`config.mk`:
```
export PLATFORM = sky130hd
export DESIGN_NAME = cosine_taylor_series
export DESIGN_NICKNAME = d
export VERILOG_FILES = /design/src/cts_pkg.sv /design/src/cosine_taylor_series.sv
export SDC_FILE = /design/constraint.sdc
export NUM_CORES = 2
export LEC_CHECK = 0
export ABC_AREA = 1
export BUFFER_PORTS_ARGS = -buffer_cell sky130_fd_sc_hd__buf_4
export CORE_ASPECT_RATIO = 0.6
export CORE_MARGIN = 2
export CORE_UTILIZATION = 45
export DETAILED_ROUTE_END_ITERATION = 8
export PLACE_DENSITY = 0.68
export SYNTH_ARGS = -nofsm -noshare
export SYNTH_HDL_FRONTEND = slang
export SYNTH_SLANG_ARGS = --single-unit
```
`constraint.sdc`:
```
create_clock -name clk_i -period 10.1 [get_ports clk_i]
set_clock_uncertainty 0.15 [all_clocks]
set_input_delay 1.515 -clock clk_i [delete_from_list [all_inputs] [get_ports clk_i]]
set_output_delay 1.515 -clock clk_i [all_outputs]
set_load 0.05 [all_outputs]
```
`src/cts_pkg.sv`:
```
`default_nettype none

package cts_pkg;

  localparam int unsigned XW     = 20;
  localparam int unsigned THR_W  = 16;
  localparam int unsigned CNT_W  = 6;
  localparam int unsigned STAT_W = 2;

  localparam logic [16:0] ONE_Q16 = 17'h10000;
  localparam logic [THR_W-1:0] THR_RESET = 16'd66;

  localparam logic [STAT_W-1:0] STATUS_OK    = 2'd0;
  localparam logic [STAT_W-1:0] STATUS_SAT   = 2'd1;
  localparam logic [STAT_W-1:0] STATUS_LIMIT = 2'd2;

  typedef struct packed {
    logic                 op;
    logic signed [XW-1:0] x_radians;
  } in_t;

  typedef struct packed {
    logic signed [31:0]  cos_value;
    logic [CNT_W-1:0]    terms_used;
    logic [STAT_W-1:0]   status;
  } out_t;

  typedef logic [2:0] pc_t;

  typedef enum logic [1:0] {
    MS_NONE,
    MS_SQ,
    MS_TERM,
    MS_DIV
  } mul_src_e;

  typedef enum logic [1:0] {
    C_NEXT,
    C_TAKE,
    C_LOOP,
    C_EMIT
  } cond_e;

  typedef struct packed {
    logic     take;
    mul_src_e mul_src;
    logic     ld_init;
    logic     ld_q;
    logic     ld_term;
    cond_e    cond;
    pc_t      target;
  } uword_t;

  localparam pc_t PC_IDLE = 3'd0;
  localparam pc_t PC_SQ   = 3'd1;
  localparam pc_t PC_INIT = 3'd2;
  localparam pc_t PC_MUL  = 3'd3;
  localparam pc_t PC_RND  = 3'd4;
  localparam pc_t PC_DIV  = 3'd5;
  localparam pc_t PC_UPD  = 3'd6;
  localparam pc_t PC_EMIT = 3'd7;

  function automatic uword_t ucode(input pc_t pc);
    uword_t w;
    w = '{take: 1'b0, mul_src: MS_NONE, ld_init: 1'b0, ld_q: 1'b0, ld_term: 1'b0,
          cond: C_NEXT, target: PC_IDLE};
    unique case (pc)
      PC_IDLE: begin
        w.take = 1'b1;
        w.cond = C_TAKE;
      end
      PC_SQ:   w.mul_src = MS_SQ;
      PC_INIT: w.ld_init = 1'b1;
      PC_MUL:  w.mul_src = MS_TERM;
      PC_RND:  w.ld_q = 1'b1;
      PC_DIV:  w.mul_src = MS_DIV;
      PC_UPD: begin
        w.ld_term = 1'b1;
        w.cond    = C_LOOP;
        w.target  = PC_MUL;
      end
      PC_EMIT: begin
        w.cond   = C_EMIT;
        w.target = PC_IDLE;
      end
      default: w.cond = C_NEXT;
    endcase
    return w;
  endfunction

endpackage

`default_nettype wire

```
`src/cosine_taylor_series.sv`:
```
`default_nettype none

// Each result takes n terms (FIXED_TERMS in op 0, 1 to MAX_TERMS in op 1). An item is
// taken only in the idle state, so the next item waits until the last has passed the one
// shared multiplier, used twice per term, plus a rounding and an update step per term.
// A result waits in the output register while the next item is taken.
// Reset: sequencer idle, output empty, stop_threshold back to 66.
module cosine_taylor_series #(
  parameter int unsigned MAX_TERMS   = 16,
  parameter int unsigned FIXED_TERMS = 5
) (
  input  wire logic                       clk_i,
  input  wire logic                       rst_ni,
  input  wire logic                       cfg_we_i,
  input  wire logic [cts_pkg::THR_W-1:0]  cfg_wdata_i,
  input  wire logic                       in_valid_i,
  output logic                            in_stall_o,
  input  wire cts_pkg::in_t               in_data_i,
  output logic                            out_valid_o,
  input  wire logic                       out_stall_i,
  output cts_pkg::out_t                   out_data_o
);
  import cts_pkg::*;

  localparam int unsigned KW  = $clog2(MAX_TERMS);
  localparam int unsigned TAB = 2 ** KW;

  logic [32:0] recip_m  [TAB];
  logic [5:0]  recip_sh [TAB];
  logic [11:0] coef     [TAB];

  for (genvar g = 0; g < TAB; g++) begin : g_tab
    localparam int unsigned C   = (2 * (g + 1) - 1) * (2 * (g + 1));
    localparam int unsigned L   = $clog2(C);
    localparam logic [63:0] NUM = 64'd1 << (32 + L);
    localparam logic [63:0] M   = (NUM + 64'(C) - 64'd1) / 64'(C);
    assign recip_m[g]  = M[32:0];
    assign recip_sh[g] = 6'(32 + L);
    assign coef[g]     = 12'(C);
  end

  pc_t              pc_q, pc_d;
  uword_t           uw;
  logic [THR_W-1:0] thr_q;
  logic             out_valid_q;
  out_t             out_q;

  logic                     op_q;
  logic [XW-1:0]            ax_q, ax_d, raw_u;
  logic [64:0]              prod_q, prod_d;
  logic [32:0]              mul_a;
  logic [31:0]              mul_b;
  logic [22:0]              x2_q, x2_d;
  logic [39:0]              sq_rnd;
  logic [31:0]              q_q, q_d;
  logic [48:0]              q_rnd;
  logic [25:0]              mag_q, mag_new;
  logic [64:0]              shifted;
  logic signed [31:0]       sum_q, sum_new;
  logic signed [33:0]       sum_ext;
  logic [CNT_W-1:0]         k_q, k_m1;
  logic [KW-1:0]            idx;
  logic                     neg_q, neg_new, sat_q, sat_new, below_q, below_now;
  logic                     limit_hit, stop, clamp_hi, clamp_lo;
  logic                     take_fire, out_free, emit;
  out_t                     result;

  assign uw        = ucode(pc_q);
  assign in_stall_o = ~uw.take;
  assign take_fire = uw.take & in_valid_i;
  assign out_free  = ~out_valid_q | ~out_stall_i;
  assign emit      = (uw.cond == C_EMIT) & out_free;

  assign k_m1 = k_q - 6'd1;
  assign idx  = k_m1[KW-1:0];

  assign raw_u = in_data_i.x_radians;
  assign ax_d  = raw_u[XW-1] ? (~raw_u + 20'd1) : raw_u;

  always_comb begin
    mul_a = '0;
    mul_b = '0;
    case (uw.mul_src)
      MS_SQ: begin
        mul_a = 33'(ax_q);
        mul_b = 32'(ax_q);
      end
      MS_TERM: begin
        mul_a = 33'(mag_q);
        mul_b = 32'(x2_q);
      end
      MS_DIV: begin
        mul_a = recip_m[idx];
        mul_b = q_q;
      end
      default: begin
        mul_a = '0;
        mul_b = '0;
      end
    endcase
    prod_d = {32'd0, mul_a} * {33'd0, mul_b};
  end

  assign sq_rnd = prod_q[39:0] + 40'd32768;
  assign x2_d   = sq_rnd[38:16];

  assign q_rnd = {1'b0, prod_q[47:0]} + {22'd0, coef[idx], 15'd0};
  assign q_d   = q_rnd[47:16];

  assign shifted = prod_q >> recip_sh[idx];
  assign mag_new = shifted[25:0];
  assign neg_new = ~neg_q;

  always_comb begin
    if (neg_new) begin
      sum_ext = {{2{sum_q[31]}}, sum_q} - $signed({8'd0, mag_new});
    end else begin
      sum_ext = {{2{sum_q[31]}}, sum_q} + $signed({8'd0, mag_new});
    end
    clamp_hi = sum_ext > 34'sd2147483647;
    clamp_lo = sum_ext < -34'sd2147483648;
    if (clamp_hi) begin
      sum_new = 32'sh7FFF_FFFF;
    end else if (clamp_lo) begin
      sum_new = 32'sh8000_0000;
    end else begin
      sum_new = sum_ext[31:0];
    end
  end

  assign sat_new   = sat_q | clamp_hi | clamp_lo;
  assign below_now = op_q & (mag_new <= {10'd0, thr_q});
  assign limit_hit = k_q == (op_q ? CNT_W'(MAX_TERMS) : CNT_W'(FIXED_TERMS));
  assign stop      = below_now | limit_hit;

  always_comb begin
    result.cos_value  = sum_q;
    result.terms_used = k_q;
    if (sat_q) begin
      result.status = STATUS_SAT;
    end else if (op_q & ~below_q) begin
      result.status = STATUS_LIMIT;
    end else begin
      result.status = STATUS_OK;
    end
  end

  always_comb begin
    pc_d = pc_q;
    unique case (uw.cond)
      C_NEXT: pc_d = pc_q + 3'd1;
      C_TAKE: pc_d = in_valid_i ? pc_q + 3'd1 : pc_q;
      C_LOOP: pc_d = stop ? pc_q + 3'd1 : uw.target;
      C_EMIT: pc_d = out_free ? uw.target : pc_q;
      default: pc_d = PC_IDLE;
    endcase
  end

  always_ff @(posedge clk_i or negedge rst_ni) begin
    if (!rst_ni) begin
      pc_q        <= PC_IDLE;
      thr_q       <= THR_RESET;
      out_valid_q <= 1'b0;
    end else begin
      pc_q <= pc_d;
      if (cfg_we_i) begin
        thr_q <= cfg_wdata_i;
      end
      if (emit) begin
        out_valid_q <= 1'b1;
      end else if (~out_stall_i) begin
        out_valid_q <= 1'b0;
      end
    end
  end

  always_ff @(posedge clk_i) begin
    if (take_fire) begin
      op_q <= in_data_i.op;
      ax_q <= ax_d;
    end
    if (uw.mul_src != MS_NONE) begin
      prod_q <= prod_d;
    end
    if (uw.ld_init) begin
      x2_q    <= x2_d;
      mag_q   <= {9'd0, ONE_Q16};
      sum_q   <= {15'd0, ONE_Q16};
      k_q     <= 6'd1;
      neg_q   <= 1'b0;
      sat_q   <= 1'b0;
      below_q <= 1'b0;
    end
    if (uw.ld_q) begin
      q_q <= q_d;
    end
    if (uw.ld_term) begin
      mag_q   <= mag_new;
      sum_q   <= sum_new;
      neg_q   <= neg_new;
      sat_q   <= sat_new;
      below_q <= below_now;
      if (!stop) begin
        k_q <= k_q + 6'd1;
      end
    end
    if (emit) begin
      out_q <= result;
    end
  end

  assign out_valid_o = out_valid_q;
  assign out_data_o  = out_q;

endmodule

`default_nettype wire

```
Word level (Yosys, flattened, before mapping)
Memory sizes are Yosys's and may differ from the RTL's.
Cells that the tools add are included.
{ "word_totals": {"n_memories": 3, "elab_cells": 110, "rom_bits": 816, "ff_bits": 268} }
{ "classes": {"n_shift": 1, "add_sub_neg": 8, "n_lt_le_gt_ge": 4, "mul": 1, "n_bitwise": 15, "n_reduce_logical": 5, "eq_ne": 17, "n_mux": 38} }
{ "mem_list": {"columns": ["memory", "depth", "width", "read_ports", "rd_clocked_by_memory_dff", "write_ports", "line", "rtl"], "rows": [
  ["(no name shown)", 16, 33, 1, 0, 0, "cosine_taylor_series.sv:93", "mul_a = recip_m[idx];"],
  ["(no name shown)", 16, 12, 1, 0, 0, "cosine_taylor_series.sv:107", "assign q_rnd = {1'b0, prod_q[47:0]} + {22'd0, coef[idx], 15'd0};"],
  ["(no name shown)", 16, 6, 1, 0, 0, "cosine_taylor_series.sv:110", "assign shifted = prod_q >> recip_sh[idx];"]
]} }
{ "op_table": {"columns": ["cell", "count"], "rows": [
  ["two-way mux 32 bit", 4],
  ["one-hot mux 33 bit (3 select lines)", 1],
  ["one-hot mux 32 bit (3 select lines)", 1],
  ["two-way mux 33 bit", 2],
  ["multiplier 33 x 32 -> 65 bit", 1],
  ["right shift 65 x 6 -> 26 bit", 1],
  ["two-way mux 26 bit", 2],
  ["adder 48 x 27 -> 48 bit", 1],
  ["adder 39 x 16 -> 39 bit, second input constant", 1],
  ["greater-than comparator 34 x 32 -> 1 bit, second input constant", 1],
  ["< comparator 34 x 32 -> 1 bit, second input constant", 1],
  ["two-way mux 34 bit", 1],
  ["adder 32 x 27 -> 33 bit", 1],
  ["subtractor 32 x 27 -> 33 bit", 1],
  ["two-way mux 6 bit", 5],
  ["<= comparator 26 x 16 -> 1 bit", 1],
  ["two-way mux 12 bit", 2],
  ["adder 20 x 1 -> 20 bit, second input constant", 1],
  ["inverter 20 bit", 1],
  ["two-way mux 19 bit", 1],
  ["== test 3 bit, second input constant", 4],
  ["one-hot mux 2 bit (3 select lines)", 2],
  ["one-hot mux 3 bit (4 select lines)", 1],
  ["two-way mux 1 bit", 10],
  ["22 further kinds", 42]
]} }

Depth between registers and ports, before layout
{ "logic_depth": {"ltp_word": 12, "depth_mapped": 44} }

Worst setup path before layout
No wires, ideal clock.
{ "synth_timing": {"kind": "register to register", "startpoint": "reg pc_q[1]", "endpoint": "reg prod_q[52], data pin", "n_path_buf": 2, "path_slack_ns": 1.038, "arrival_time_ns": 8.653, "synth_period_minus_slack_ns": 9.062, "required_ns": 9.691, "stages_incl_launch_ff": 32, "path_cell_list": "dfrtp_1 inv_1 ha_1 inv_1 clkbuf_1 nand2_1 o21ai_1 inv_1 clkbuf_1 nand2_1 fa_1 fa_1 fa_1 fa_1 fa_1 inv_1 fa_1 fa_1 inv_1 fa_1 inv_1 ha_1 nand2_1 nor2_1 inv_1 nor4_1 nand3_1 o2111ai_1 nand3_1 nand2_1 a21oi_1 xnor2_1"} }
{ "synth_via": {"elab_chain_len": 5, "elab_cells_between_ends": 10, "cone_classes": "mul: 1; eq/ne: 6; mux: 3"} }
{ "synth_lines": {"columns": ["item", "line", "rtl"], "rows": [
  ["start, declared", "cosine_taylor_series.sv:42", "pc_t pc_q, pc_d;"],
  ["start signal, assigned", "cosine_taylor_series.sv:165", "pc_q <= pc_d;"],
  ["== test 3 bit, or another cell as far along", "cts_pkg.sv:67", "unique case (pc)"],
  ["one-hot mux 2 bit (3 select lines) (*)", "cts_pkg.sv:67", null],
  ["== test 2 bit / == test 2 x 1 -> 1 bit (equally long branches)", "cosine_taylor_series.sv:83", "case (uw.mul_src)"],
  ["one-hot mux 33 bit (3 select lines) / one-hot mux 32 bit (3 select lines) (equally long branches)", "cosine_taylor_series.sv:83", null],
  ["multiplier 33 x 32 -> 65 bit (*)", "cosine_taylor_series.sv:101", "prod_d = {32'd0, mul_a} * {33'd0, mul_b};"],
  ["net prod_d[52]", "cosine_taylor_series.sv:50", "logic [64:0] prod_q, prod_d;"],
  ["end signal, assigned", "cosine_taylor_series.sv:183", "prod_q <= prod_d;"],
  ["end, declared", "cosine_taylor_series.sv:50", null]
]} }
The timed path passes the listed nets; every way through them passes the cells marked *.
A chain may end at the register's enable or synchronous reset.

Worst setup path in the final report
{ "layout_timing": {"startpoint": "reg k_q[1]", "endpoint": "reg prod_q[49], data pin"} }
{ "layout_via": {"elab_chain_len": 7} }
{ "layout_lines": {"columns": ["item", "line", "rtl"], "rows": [
  ["start, declared", "cosine_taylor_series.sv:61", "logic [CNT_W-1:0] k_q, k_m1;"],
  ["start signal, assigned", "cosine_taylor_series.sv:204", "k_q <= k_q + 6'd1;"],
  ["subtractor 4 x 1 -> 4 bit", "cosine_taylor_series.sv:74", "assign k_m1 = k_q - 6'd1;"],
  ["inverter 4 -> 5 bit (implied by the code)", "cosine_taylor_series.sv:93", null],
  ["memory read (16 x 33 bit)", null, null],
  ["two-way mux 33 bit (implied by the code) (2 in series)", "cosine_taylor_series.sv:93", null],
  ["one-hot mux 33 bit (3 select lines)", "cosine_taylor_series.sv:83", null],
  ["multiplier 33 x 32 -> 65 bit", "cosine_taylor_series.sv:101", null],
  ["net prod_d[49]", "cosine_taylor_series.sv:50", null]
]} }
The timed path passes the listed nets, and every way through them passes these cells. The select of a mux whose other input is x is not followed.

==> impl_metrics.ini <==
[status]
status = finished with violations
failed_checks = capacitance limit, slew limit

[logic_synthesis]
yosys-top-cells-area = fa_1 38%, edfxtp_1 14%, inv_1 9.7%
yosysTopAreaCellShare_pct = 37.8
ys_seq_area_share_pct = 15.1
synth_fp_nets = 7225
async_flop_share_pct = 7.91
ys_warn_count = 0
syn_inst = 5918
syn_avg_cell_area_um2 = 8.30
syn_area_um2 = 49100
synth_area_leader_cell = fa_1
synth_edf_count = 227
ys_types = 66
yosys_register_bits = 253
ys.flop_type = edfxtp_1

[global_routing]
globalRouteOverflowTotal = 0
grt_pass1_wl_um = 290000
antenna_found_initial = 5
grt_use_total_pct = 36.1
grt_max_degree = 64
grt_pass1_vias = 41700

[sta]
fin_crit_sh_pct = 97.3
max_slew_margin_pct = -0.121
tightest_slew_ns = 1.49
fmax_mhz = 102
fin_crit_ns = 9.82
hold_ws_ns = 0.334
drv_slew = 1
setup_viol = 0
final.setup.tns_ns = 0
hold_viol_final = 0
rsz0062_at_grt = false

[place]
hpwl_um = 173000
io_buffers = 83
place_area_um2 = 53100
globalplace.congestion = 1.10

[detailed_routing]
wire_per_inst_um = 26.4
routed_wl_um = 199000
dr.first_iter.drc_count = 6641
post-route-drc-count = 0
viasPerCell = 5.67
dr.pass1.iters = 6
dr_total_vias = 42900
ant_nets = 0

[worst_setup_path]
worstPathArrival_ns = 9.99
crit_path_max_fanout = 16
critPathKind = flip-flop to flip-flop
start_kind = flip-flop
crit_path_end_kind = flip-flop
required_ns = 10.27
critPathMaxStageDelay_ns = 0.74
crit_path_top_delay_cell = fa_1

[die]
core_um2 = 108000
ios = 84
rows = 93
die-width_um = 431
die_y_um = 260
dieArea_um2 = 112000
initial_utilization_pct = 45.6

[final_layout]
fill_cells = 10400
multi_input_area_um2 = 36100
drive_gt1_share_pct = 7.74
final_cell_area_um2 = 53900
antennaDiodeCount = 0
nNetsFinal = 7427
area_delta_synth_final_pct = 9.66
seq_area_um2 = 7440

[clock_tree]
htree_levels = 1
clk_latency_ns = 0.57
tritoncts = yes
cts_hold_buf = 0
clk_pin_slew_ns = 0.07
clock_path_buffers = 3
cts-root-buf = clkbuf_16
clkSinkCount = 253
cts_buffers = 23

[job]
max_cap_viol_count = 1

[worst_hold_path]
hp-class = flip-flop to flip-flop
## logic make-up after synthesis
group                      count (synthesis)  share of synthesized area (%)
buffers and inverters                   1491                           11.6
AOI/OAI and AO/OA                        436                           4.97
DFF                                      253                           15.1
xor gates and xnor gates                 164                           2.92
adders and majority gates               1265                           46.4
muxes                                      1                         0.0229
and+or+nand+nor                         2308                           19.0
## worst max-delay path, delay by kind of cell (launching register included)
family | cells | cell delay [ns]
AOI/OAI and AO/OA | 1 | 0.13
xor gates and xnor gates | 1 | 0.06
adders and majority gates | 11 | 5.41
buffers and inverters | 9 | 1.31
DFF | 1 | 0.31
and+or+nand+nor | 13 | 2.20
## state kept, by name, summed over array words and instances, names as in the netlist, 3 cells and up
name / count
sum_q: 32
prod_q: 50
x2_q: 23
thr_q: 16
ax_q: 20
mag_q: 26
out_data_o: 40
q_q: 32
k_q: 6
pc_q: 3
## per-stage QoR
| stage | util, % | instances | setup slack, ns |
|---|---|---|---|
| 4_1_cts | 50.0 | 7558 | 0.443 |
| 3_3_place_gp | 49.3 | 7517 | 0.475 |
| 3_5_place_dp | 49.3 | 7517 | 0.486 |
| 2_1_floorplan | - | 5918 | 1.04 |
| 5_1_grt | 50.0 | 7561 | 0.0293 |
| 6_report | 50.0 | 7561 | 0.276 |
## placed cells by master, fill, tap and decap left out, types with 23 or more instances in the layout
master     netlist  layout
a21oi_1        192     190
buf_4            7     371
clkbuf_16        0      23
edfxtp_1       227     227
fa_1           927     927
ha_1           338     337
inv_1         1268    1265
nand2_1       1164    1163
nand3_1        306     306
nor2_1         737     732
nor3_1          31      31
o21ai_0        152     151
xnor2_1         44      44
xor2_1         120     120
## routing by layer
layer  global-route usage (%)  wire [um]
met4                     3.26       2070
met1                     56.5      89500
met5                    0.715        147
met2                     39.5      64000
met3                     24.9      43500
## synth_stat cells (7+ instances only)
cell and count:
inv_1 1268, nand2_1 1164, fa_1 927, nor2_1 737
ha_1 338, nand3_1 306, edfxtp_1 227, a21oi_1 192
clkbuf_1 169, o21ai_0 152, xor2_1 120, xnor2_1 44
nor3_1 31, nand4_1 19, dfrtp_1 18, clkinv_1 14
nor4_1 13, o21a_1 13, buf_2 12, nand3b_1 10
buf_1 9, a211oi_1 8, o21ai_1 8, a31oi_1 7
buf_4 7, buf_6 7, o211ai_1 7
## worst paths after layout
kind                                  end  startpoint  cells past startpoint  slack (ns)
hold reg to reg            out_data_o[37]   sum_q[29]                      0        0.33
max in group asynchronous        thr_q[6]      rst_ni                      1        8.77
setup reg to reg               prod_q[49]      k_q[1]                     35        0.28
hold / removal             out_data_o[37]   sum_q[29]                      0        0.33
setup / recovery               prod_q[49]      k_q[1]                     35        0.28
min in group asynchronous       thr_q[13]      rst_ni                      1        0.72
## final cells by class
class / count / share of cell area (%)
Sequential cell: 253 / 13.8
Multi-Input combinational cell: 4174 / 67.0
Clock inverter: 12 / 0.248
Inverter: 1287 / 8.99
Tap cell: 1425 / 3.31
Timing Repair Buffer: 381 / 5.51
Clock buffer: 29 / 1.17
## repair_timing
| item | in CTS | in global routing |
|---|---|---|
| buffers inserted | 0 | 3 |
| resized for setup | 0 | 12 |
| setup endpoints to repair | 0 | 16 |
| endpoints found under the hold margin | 0 | 0 |
Power is left out: the tool's default activity adds up to more than one toggle a clock period on the data nets, which glitch-free logic cannot reach.
